[src/sv/rgbf_pkg.sv]
// shared types and constants of the rgb led fade engine
package rgbf_pkg;

	// number of leds held in the level memories
	localparam int LED_TOTAL = 16;
	localparam int IDX_W = (LED_TOTAL > 1) ? $clog2(LED_TOTAL) : 1;
	localparam int CNT_W = $clog2(LED_TOTAL + 1);

	localparam int LEVEL_W = 16;
	localparam int INDEX_IN_W = 8;
	localparam int NUMBER_OUT_W = 6;
	localparam int APB_ADDR_W = 2;
	localparam int APB_DATA_W = 32;

	// apb byte address of the fade step register
	localparam logic [APB_ADDR_W-1:0] ADDR_FADE_STEP = APB_ADDR_W'(0);

	// upper bound for a set request index
	localparam logic [INDEX_IN_W-1:0] LED_LIMIT = INDEX_IN_W'(LED_TOTAL);
	localparam logic [IDX_W-1:0] LED_LAST = IDX_W'(LED_TOTAL - 1);

	localparam logic [LEVEL_W-1:0] FADE_STEP_RESET = LEVEL_W'(1);

	// request modes
	localparam logic MODE_SET = 1'b0;
	localparam logic MODE_TICK = 1'b1;

	typedef struct packed {
		logic [LEVEL_W-1:0] red;
		logic [LEVEL_W-1:0] green;
		logic [LEVEL_W-1:0] blue;
	} rgb_t;

	localparam int RGB_W = $bits(rgb_t);

	// one input request
	typedef struct packed {
		logic mode;
		logic [INDEX_IN_W-1:0] target_led;
		rgb_t level;
	} req_t;

	// one result
	typedef struct packed {
		logic [NUMBER_OUT_W-1:0] led_number;
		rgb_t level;
		logic last;
	} res_t;

endpackage

[src/sv/rgbf_ram.sv]
// generic single-write, single-read ram with registered read data
module rgbf_ram #(
	parameter int WIDTH = 8,
	parameter int DEPTH = 16,
	localparam int AW = (DEPTH > 1) ? $clog2(DEPTH) : 1
) (
	input  logic             clk,
	input  logic             we,
	input  logic [AW-1:0]    waddr,
	input  logic [WIDTH-1:0] wdata,
	input  logic             re,
	input  logic [AW-1:0]    raddr,
	output logic [WIDTH-1:0] rdata
);

	logic [WIDTH-1:0] mem_q [DEPTH];
	logic [WIDTH-1:0] rdata_q;

	// write port
	always_ff @(posedge clk) begin
		if (we) begin
			mem_q[waddr] <= wdata;
		end
	end

	// read port, data held while no read is enabled
	always_ff @(posedge clk) begin
		if (re) begin
			rdata_q <= mem_q[raddr];
		end
	end

	assign rdata = rdata_q;

endmodule

[src/sv/rgbf_slew.sv]
// moves each colour channel toward its target by at most the fade step
module rgbf_slew (
	input  rgbf_pkg::rgb_t                     cur,
	input  rgbf_pkg::rgb_t                     tgt,
	input  logic [rgbf_pkg::LEVEL_W-1:0]       step,
	output rgbf_pkg::rgb_t                     nxt
);
	import rgbf_pkg::*;

	function automatic logic [LEVEL_W-1:0] slew_ch(
		input logic [LEVEL_W-1:0] c,
		input logic [LEVEL_W-1:0] t,
		input logic [LEVEL_W-1:0] s
	);
		logic [LEVEL_W-1:0] gap;
		logic [LEVEL_W-1:0] res;
		if (t > c) begin
			gap = t - c;
			res = (gap <= s) ? t : c + s;
		end else begin
			gap = c - t;
			res = (gap <= s) ? t : c - s;
		end
		return res;
	endfunction

	// three independent channels
	assign nxt.red   = slew_ch(cur.red, tgt.red, step);
	assign nxt.green = slew_ch(cur.green, tgt.green, step);
	assign nxt.blue  = slew_ch(cur.blue, tgt.blue, step);

endmodule

[src/sv/rgbf_fader.sv]
// level memories, tick walker and result register of the fade engine
module rgbf_fader (
	input  logic                          clk,
	input  logic                          arst_n,
	input  logic                          in_valid,
	output logic                          in_ready,
	input  rgbf_pkg::req_t                req,
	input  logic [rgbf_pkg::LEVEL_W-1:0]  fade_step,
	output logic                          out_valid,
	input  logic                          out_ready,
	output rgbf_pkg::res_t                res
);
	import rgbf_pkg::*;

	typedef enum logic [1:0] {
		ST_IDLE = 2'b01,
		ST_TICK = 2'b10
	} state_t;

	state_t            state_q;
	logic [CNT_W-1:0]  cnt_q;
	logic              valid_s1;
	logic [IDX_W-1:0]  led_s1;
	logic              tgt_ok_s1;
	logic              cur_ok_s1;
	logic [LED_TOTAL-1:0] tgt_written_q;
	logic [LED_TOTAL-1:0] cur_written_q;
	logic              out_valid_q;
	res_t              res_q;

	logic              accept;
	logic              tick_start;
	logic              set_wr;
	logic [IDX_W-1:0]  set_idx;
	logic              issue;
	logic              s1_fire;
	logic              last_s1;
	logic [IDX_W-1:0]  rd_idx;
	logic [RGB_W-1:0]  tgt_rdata;
	logic [RGB_W-1:0]  cur_rdata;
	rgb_t              tgt_lvl;
	rgb_t              cur_lvl;
	rgb_t              nxt_lvl;

	// request decode
	assign in_ready   = (state_q == ST_IDLE);
	assign accept     = in_valid && in_ready;
	assign tick_start = accept && (req.mode == MODE_TICK);
	assign set_wr     = accept && (req.mode == MODE_SET) && (req.target_led < LED_LIMIT);
	assign set_idx    = req.target_led[IDX_W-1:0];

	// walker issue and stage one hand-off
	assign s1_fire = valid_s1 && (!out_valid_q || out_ready);
	assign issue   = (state_q == ST_TICK) && (cnt_q != CNT_W'(LED_TOTAL))
		&& (!valid_s1 || s1_fire);
	assign rd_idx  = cnt_q[IDX_W-1:0];
	assign last_s1 = (led_s1 == LED_LAST);

	rgbf_ram #(.WIDTH(RGB_W), .DEPTH(LED_TOTAL)) u_tgt_ram (
		.clk   (clk),
		.we    (set_wr),
		.waddr (set_idx),
		.wdata (req.level),
		.re    (issue),
		.raddr (rd_idx),
		.rdata (tgt_rdata)
	);

	rgbf_ram #(.WIDTH(RGB_W), .DEPTH(LED_TOTAL)) u_cur_ram (
		.clk   (clk),
		.we    (s1_fire),
		.waddr (led_s1),
		.wdata (nxt_lvl),
		.re    (issue),
		.raddr (rd_idx),
		.rdata (cur_rdata)
	);

	// never-written entries read as zero
	assign tgt_lvl = tgt_ok_s1 ? rgb_t'(tgt_rdata) : '0;
	assign cur_lvl = cur_ok_s1 ? rgb_t'(cur_rdata) : '0;

	rgbf_slew u_slew (
		.cur  (cur_lvl),
		.tgt  (tgt_lvl),
		.step (fade_step),
		.nxt  (nxt_lvl)
	);

	// sequencer state
	always_ff @(posedge clk or negedge arst_n) begin
		if (!arst_n) begin
			state_q <= ST_IDLE;
		end else begin
			unique case (state_q)
				ST_IDLE: begin
					if (tick_start) begin
						state_q <= ST_TICK;
					end
				end
				ST_TICK: begin
					if (s1_fire && last_s1) begin
						state_q <= ST_IDLE;
					end
				end
				default: state_q <= ST_IDLE;
			endcase
		end
	end

	// led read counter
	always_ff @(posedge clk or negedge arst_n) begin
		if (!arst_n) begin
			cnt_q <= '0;
		end else if (tick_start) begin
			cnt_q <= '0;
		end else if (issue) begin
			cnt_q <= cnt_q + CNT_W'(1);
		end
	end

	// stage one control
	always_ff @(posedge clk or negedge arst_n) begin
		if (!arst_n) begin
			valid_s1 <= 1'b0;
		end else if (issue) begin
			valid_s1 <= 1'b1;
		end else if (s1_fire) begin
			valid_s1 <= 1'b0;
		end
	end

	// stage one payload
	always_ff @(posedge clk) begin
		if (issue) begin
			led_s1    <= rd_idx;
			tgt_ok_s1 <= tgt_written_q[rd_idx];
			cur_ok_s1 <= cur_written_q[rd_idx];
		end
	end

	// written marks of both memories
	always_ff @(posedge clk or negedge arst_n) begin
		if (!arst_n) begin
			tgt_written_q <= '0;
			cur_written_q <= '0;
		end else begin
			if (set_wr) begin
				tgt_written_q[set_idx] <= 1'b1;
			end
			if (s1_fire) begin
				cur_written_q[led_s1] <= 1'b1;
			end
		end
	end

	// result register
	always_ff @(posedge clk or negedge arst_n) begin
		if (!arst_n) begin
			out_valid_q <= 1'b0;
		end else if (s1_fire) begin
			out_valid_q <= 1'b1;
		end else if (out_ready) begin
			out_valid_q <= 1'b0;
		end
	end

	always_ff @(posedge clk) begin
		if (s1_fire) begin
			res_q.led_number <= NUMBER_OUT_W'(led_s1);
			res_q.level      <= nxt_lvl;
			res_q.last       <= last_s1;
		end
	end

	assign out_valid = out_valid_q;
	assign res       = res_q;

endmodule

[src/sv/rgb_led_fade_engine_unit.sv]
// top level of the rgb led fade engine: apb register and request/result ports
//
// Requests arrive on in_valid/in_ready. mode 0 writes one led's red, green and
// blue targets (an index at or above the led count is dropped) and gives no
// result. mode 1 is a fade tick: every led is read from the target and current
// level memories, each channel moves toward its target by fade_step and stops on
// it, and one result per led leaves on out_valid/out_ready in led order, the
// final one flagged by last. A tick streams one led per cycle through the memory
// read port while results are taken at once; each led passes stage one and the
// result register. in_ready is low while a tick walks the leds.
// A stalled receiver holds the result register and the walker simply pauses;
// nothing is dropped. A set request is taken while the last result still waits.
// fade_step sits at apb address 0 and resets to 1; the user is to write it only
// when idle, which the block itself does not enforce. Reset clears all levels to
// zero (per-entry written marks, no clearing pass) and leaves the block ready.
module rgb_led_fade_engine_unit (
	input  logic                                 clk,
	input  logic                                 arst_n,
	// apb configuration port
	input  logic                                 psel,
	input  logic                                 penable,
	input  logic                                 pwrite,
	input  logic [rgbf_pkg::APB_ADDR_W-1:0]      paddr,
	input  logic [rgbf_pkg::APB_DATA_W-1:0]      pwdata,
	output logic [rgbf_pkg::APB_DATA_W-1:0]      prdata,
	output logic                                 pready,
	// request channel
	input  logic                                 in_valid,
	output logic                                 in_ready,
	input  logic                                 mode,
	input  logic [rgbf_pkg::INDEX_IN_W-1:0]      target_led,
	input  logic [rgbf_pkg::LEVEL_W-1:0]         red_level,
	input  logic [rgbf_pkg::LEVEL_W-1:0]         green_level,
	input  logic [rgbf_pkg::LEVEL_W-1:0]         blue_level,
	// result channel
	output logic                                 out_valid,
	input  logic                                 out_ready,
	output logic [rgbf_pkg::NUMBER_OUT_W-1:0]    led_number,
	output logic [rgbf_pkg::LEVEL_W-1:0]         red_out,
	output logic [rgbf_pkg::LEVEL_W-1:0]         green_out,
	output logic [rgbf_pkg::LEVEL_W-1:0]         blue_out,
	output logic                                 last
);
	import rgbf_pkg::*;

	logic [LEVEL_W-1:0] fade_step_q;
	logic               cfg_wr;
	req_t               req;
	res_t               res;

	// single register: every write lands in fade_step, reads elsewhere give zero
	assign pready = 1'b1;
	assign cfg_wr = psel && penable && pwrite && pready;
	assign prdata = (paddr == ADDR_FADE_STEP)
		? {{(APB_DATA_W - LEVEL_W){1'b0}}, fade_step_q} : '0;

	always_ff @(posedge clk or negedge arst_n) begin
		if (!arst_n) begin
			fade_step_q <= FADE_STEP_RESET;
		end else if (cfg_wr) begin
			fade_step_q <= pwdata[LEVEL_W-1:0];
		end
	end

	// pack the request fields
	assign req.mode        = mode;
	assign req.target_led  = target_led;
	assign req.level.red   = red_level;
	assign req.level.green = green_level;
	assign req.level.blue  = blue_level;

	rgbf_fader u_fader (
		.clk       (clk),
		.arst_n    (arst_n),
		.in_valid  (in_valid),
		.in_ready  (in_ready),
		.req       (req),
		.fade_step (fade_step_q),
		.out_valid (out_valid),
		.out_ready (out_ready),
		.res       (res)
	);

	// unpack the result fields
	assign led_number = res.led_number;
	assign red_out    = res.level.red;
	assign green_out  = res.level.green;
	assign blue_out   = res.level.blue;
	assign last       = res.last;

endmodule

[config.mk]
export PLATFORM = sky130hd
export DESIGN_NAME = rgb_led_fade_engine_unit
export DESIGN_NICKNAME = d
export VERILOG_FILES = /design/src/sv/rgbf_pkg.sv /design/src/sv/rgbf_ram.sv /design/src/sv/rgbf_slew.sv /design/src/sv/rgbf_fader.sv /design/src/sv/rgb_led_fade_engine_unit.sv
export SDC_FILE = /design/constraint.sdc
export NUM_CORES = 2
export LEC_CHECK = 0
export BUFFER_PORTS_ARGS = -buffer_cell sky130_fd_sc_hd__buf_2
export CAP_MARGIN = 10
export CORE_MARGIN = 2
export CORE_UTILIZATION = 50
export DETAILED_ROUTE_END_ITERATION = 10
export HOLD_SLACK_MARGIN = 0.15
export PLACE_DENSITY = 0.69
export SLEW_MARGIN = 20
export SYNTH_ARGS = -nofsm -noshare
export SYNTH_HDL_FRONTEND = slang
export SYNTH_SLANG_ARGS = --single-unit
[constraint.sdc]
create_clock -name clk -period 8.1 [get_ports clk]
set_input_delay 1.62 -clock clk [delete_from_list [all_inputs] [get_ports clk]]
set_output_delay 1.62 -clock clk [all_outputs]
set_load 0.03 [all_outputs]
==> results.yml <==
pwr:
  pwr-share-comb_pct: 19.6
  intPower_uw: 16570
  seq_power_share_pct: 47.4
  power.density_nw_per_um2: 264.1
  p_leak_uw: 0.02884
  ir_drop_mv: 0.2179
  swShare_pct: 26.86
  p_sw_uw: 6083
  power.share.clock_pct: 33.0
synthesis:
  postSynthCellCount: 4231
  synthTopCellsByArea: "edfxtp_1 66%, mux4_2 14%, ha_1 4.3%, dfrtp_1 1.8%, a21oi_1 1.1%"
  ys_async_sr_fraction_pct: 3.261
  synth_edf_count: 1691
  synth_top_family_by_area: "multiplexers"
  ys_seq_area_share_pct: 67.97
  synth_mux_area_share_pct: 14.64
  synth_compound_area_share_pct: 5.348
  yosys.area_share.xor_xnor_pct: 1.456
  syn_avg_cell_area_sq_um: 18.15
  synth_top_area_share_pct: 66.11
  synth_top_area_cell: "edfxtp_1"
  yosys_warnings: 0
  synth_ff_type: "edfxtp_1"
  yosysUniqueCellTypes: 100
  yosys.area_share.simple_pct: 3.838
  synthAdderAreaFrac_pct: 4.672
  ys_ff_latch: 1748
  syn_area_sq_um: 76810
sta:
  max_freq_mhz: 141.0
  maxSlewViolCount: 0
  finalSetupViolCount: 0
  grt_setup_unrepaired: "false"
  maxSlewHeadroom_pct: 21.72
  post-route-period-util_pct: 87.56
  layout_min_cycle_time_ns: 7.092
  skew_ns: 0.04175
  tns_ns: 0
  worst_pin_slew_ns: 1.169
  timing.final.hold_violations: 0
floorplan:
  die_w_microns: 395.9
  initial_core_util_pct: 50.44
  pin_count: 188
  core_sq_um: 152300
  dieArea_sq_um: 156800
  rows: 143
  die_y_microns: 395.9
critical_path:
  worstPathMaxFanout: 17
  cp_slowest_stage_delay_ns: 0.87
  crit_type: "reg2reg"
  cp_top_family: "compound AO/OA/AOI/OAI gates"
  start_kind: "flip-flop"
  crit_required_ns: 8.45
  cp.arrival_ns: 7.45
  cp.buffers_inverters: 3
  crit_path_end_kind: "flip-flop"
  crit_chain: "buf_4 -> and2_1 -> inv_1 -> fa_1 -> a311oi_1 -> o31ai_2 -> a311o_1 -> a21o_1 -> a21oi_1 -> xnor2_1 -> ha_1 -> nand4_1 -> a21oi_1 -> nor2_1 -> a31oi_1 -> and3_1 -> nor2_1 -> buf_4 -> a221oi_1 -> o211ai_1"
  slowest_stage: "edfxtp_1"
global_route:
  antenna_found_initial: 11
  grt_max_degree: 150
  grt_pass1_wl_mm: 279.1
  track_usage_pct: 24.49
  grt_pass1_vias: 41510
  grt_overflow: 0
detailed_routing:
  first_pass_iters: 6
  drtIter0Drc: 4158
  drt_wl_total_mm: 191.6
  post-route-drc-count: 0
  via_per_inst: 6.177
  vias: 41060
  antenna_left: 0
  wl_per_cell_microns: 28.81
clock_tree:
  postCtsHoldBufs: 0
  cts_sinks: 1748
  clk_pin_slew_worst_paths_ns: 0.06
  cts_htree_levels: 4
  cts-root-buf: "clkbuf_16"
  cts_buffers: 170
  worstSkewPairLatency_ns: 0.83
  cts_tree: "built"
  post-cts-setup-buffer-count: 0
  ctsResizeCount: 0
  cts_buffer_depth: 3
layout:
  multiInputGateArea_sq_um: 23350
  syn2layout_area_growth_pct: 11.65
  seq_area_sq_um: 52220
  nets: 4849
  drive_gt1_share_pct: 24.66
  design_area_sq_um: 85750
  fillCellCount: 11520
job:
  cap_viol_max_count: 0
status:
  status: "completed"
placement:
  placed_cell_area_sq_um: 80420
  gp_congestion: 0.9185
  dp_hpwl_mm: 114.0
  port_buffers: 152
worst_hold_path:
  hold_class: "reg2reg"
[registers in the layout (all words and copies together), names as in the netlist, 2 cells and up]
register,count
u_fader.state_q,2
u_fader.res,53
u_fader.u_tgt_ram.rdata,48
u_fader.u_cur_ram.mem_q,768
u_fader.u_tgt_ram.mem_q,768
fade_step_q,16
u_fader.u_cur_ram.rdata,48
u_fader.cnt_q,5
u_fader.cur_written_q,16
u_fader.led_s1,4
u_fader.tgt_written_q,16
[per-stage QoR]
stage          cells  hold slack (ns)  util (%)  power [uW]  worst slack [ns]
6_report        6648           0.4651     56.32       22650             1.008
5_1_grt         6645           0.4728     56.31       23490            0.5645
4_1_cts         6643           0.4641     56.29       22810             1.006
3_5_place_dp    6330           0.4490     52.82       15360             1.055
3_3_place_gp    6326           0.4464     52.80       15280            0.9689
2_1_floorplan   4248           0.4337         -       13950             1.021
[cell usage in the layout, fill, tap and decap left out, drive strengths merged, types with 85 or more instances in the layout]
cell type / instances
ha: 266
nand2: 151
xnor2: 85
mux4: 490
edfxtp: 1691
a21oi: 166
inv: 172
buf: 268
nor2: 129
clkbuf: 221
[cells by family after synthesis]
kind of cell / after synthesis
buffers and inverters: 386
adders and majority gates: 280
muxes: 509
and+or+nand+nor: 591
xor gates and xnor gates: 123
AOI/OAI and AO/OA: 592
DFF: 1748
other: 2
[cell usage after synthesis (19+ instances only)]
cell         n
xor2_1      38
o21bai_1    27
mux4_2     490
and2_1      27
o21ai_0     70
o31ai_1     19
inv_1      164
nand4_1     33
buf_4       25
nor2_1     127
nand2_1    150
dfrtp_1     55
xnor2_1     81
a21o_1      79
or2_2       46
nor3_1      63
buf_2       22
buf_1       51
nor2b_1     36
a21oi_1    165
edfxtp_1  1691
a221oi_1    22
nand3_1     33
clkbuf_1   116
ha_1       266
[power by group through the flow]
stage	sequential [uW]	clock [uW]	combinational, uW
6_report	10700	7470	4440
5_1_grt	10700	7950	4800
4_1_cts	10700	7610	4460
3_5_place_dp	10900	0	4430
3_3_place_gp	10900	0	4340
2_1_floorplan	10900	0	3080
[layer usage]
| metal | share of wire (%) | vias to the layer above | GRT usage (%) |
|---|---|---|---|
| met5 | 0.0068 | - | 0 |
| met4 | 2.9 | 2 | 7.591 |
| met1 | 41 | 21670 | 34.48 |
| li1 | - | 17570 | - |
| met3 | 6.2 | 285 | 3.481 |
| met2 | 49 | 1532 | 39.96 |
[path summary, 6_finish.rpt]
check	startpoint	to	depth (start not counted)	slack, ns
worst max-delay path	u_fader.cur_ok_s1	u_fader.u_cur_ram.mem_q[6][15]	20	1.01
max in group asynchronous	arst_n	u_fader.cnt_q[1]	2	6.39
worst max register to register	u_fader.cur_ok_s1	u_fader.u_cur_ram.mem_q[6][15]	20	1.01
min in group asynchronous	arst_n	u_fader.valid_s1	2	0.99
worst min-delay path	u_fader.cur_written_q[3]	u_fader.cur_written_q[3]	1	0.47
worst min register to register	u_fader.cur_written_q[3]	u_fader.cur_written_q[3]	1	0.47
[final cells by class]
class	instances	share of cell area, %
Tap cell	2030	2.962
Clock inverter	93	0.8813
Sequential cell	1748	60.90
Antenna cell	4	0.01167
Multi-Input combinational cell	2114	27.23
Inverter	170	0.7441
Timing Repair Buffer	269	1.978
Clock buffer	220	5.291
Note: power is estimated with default switching activity, not from simulation.
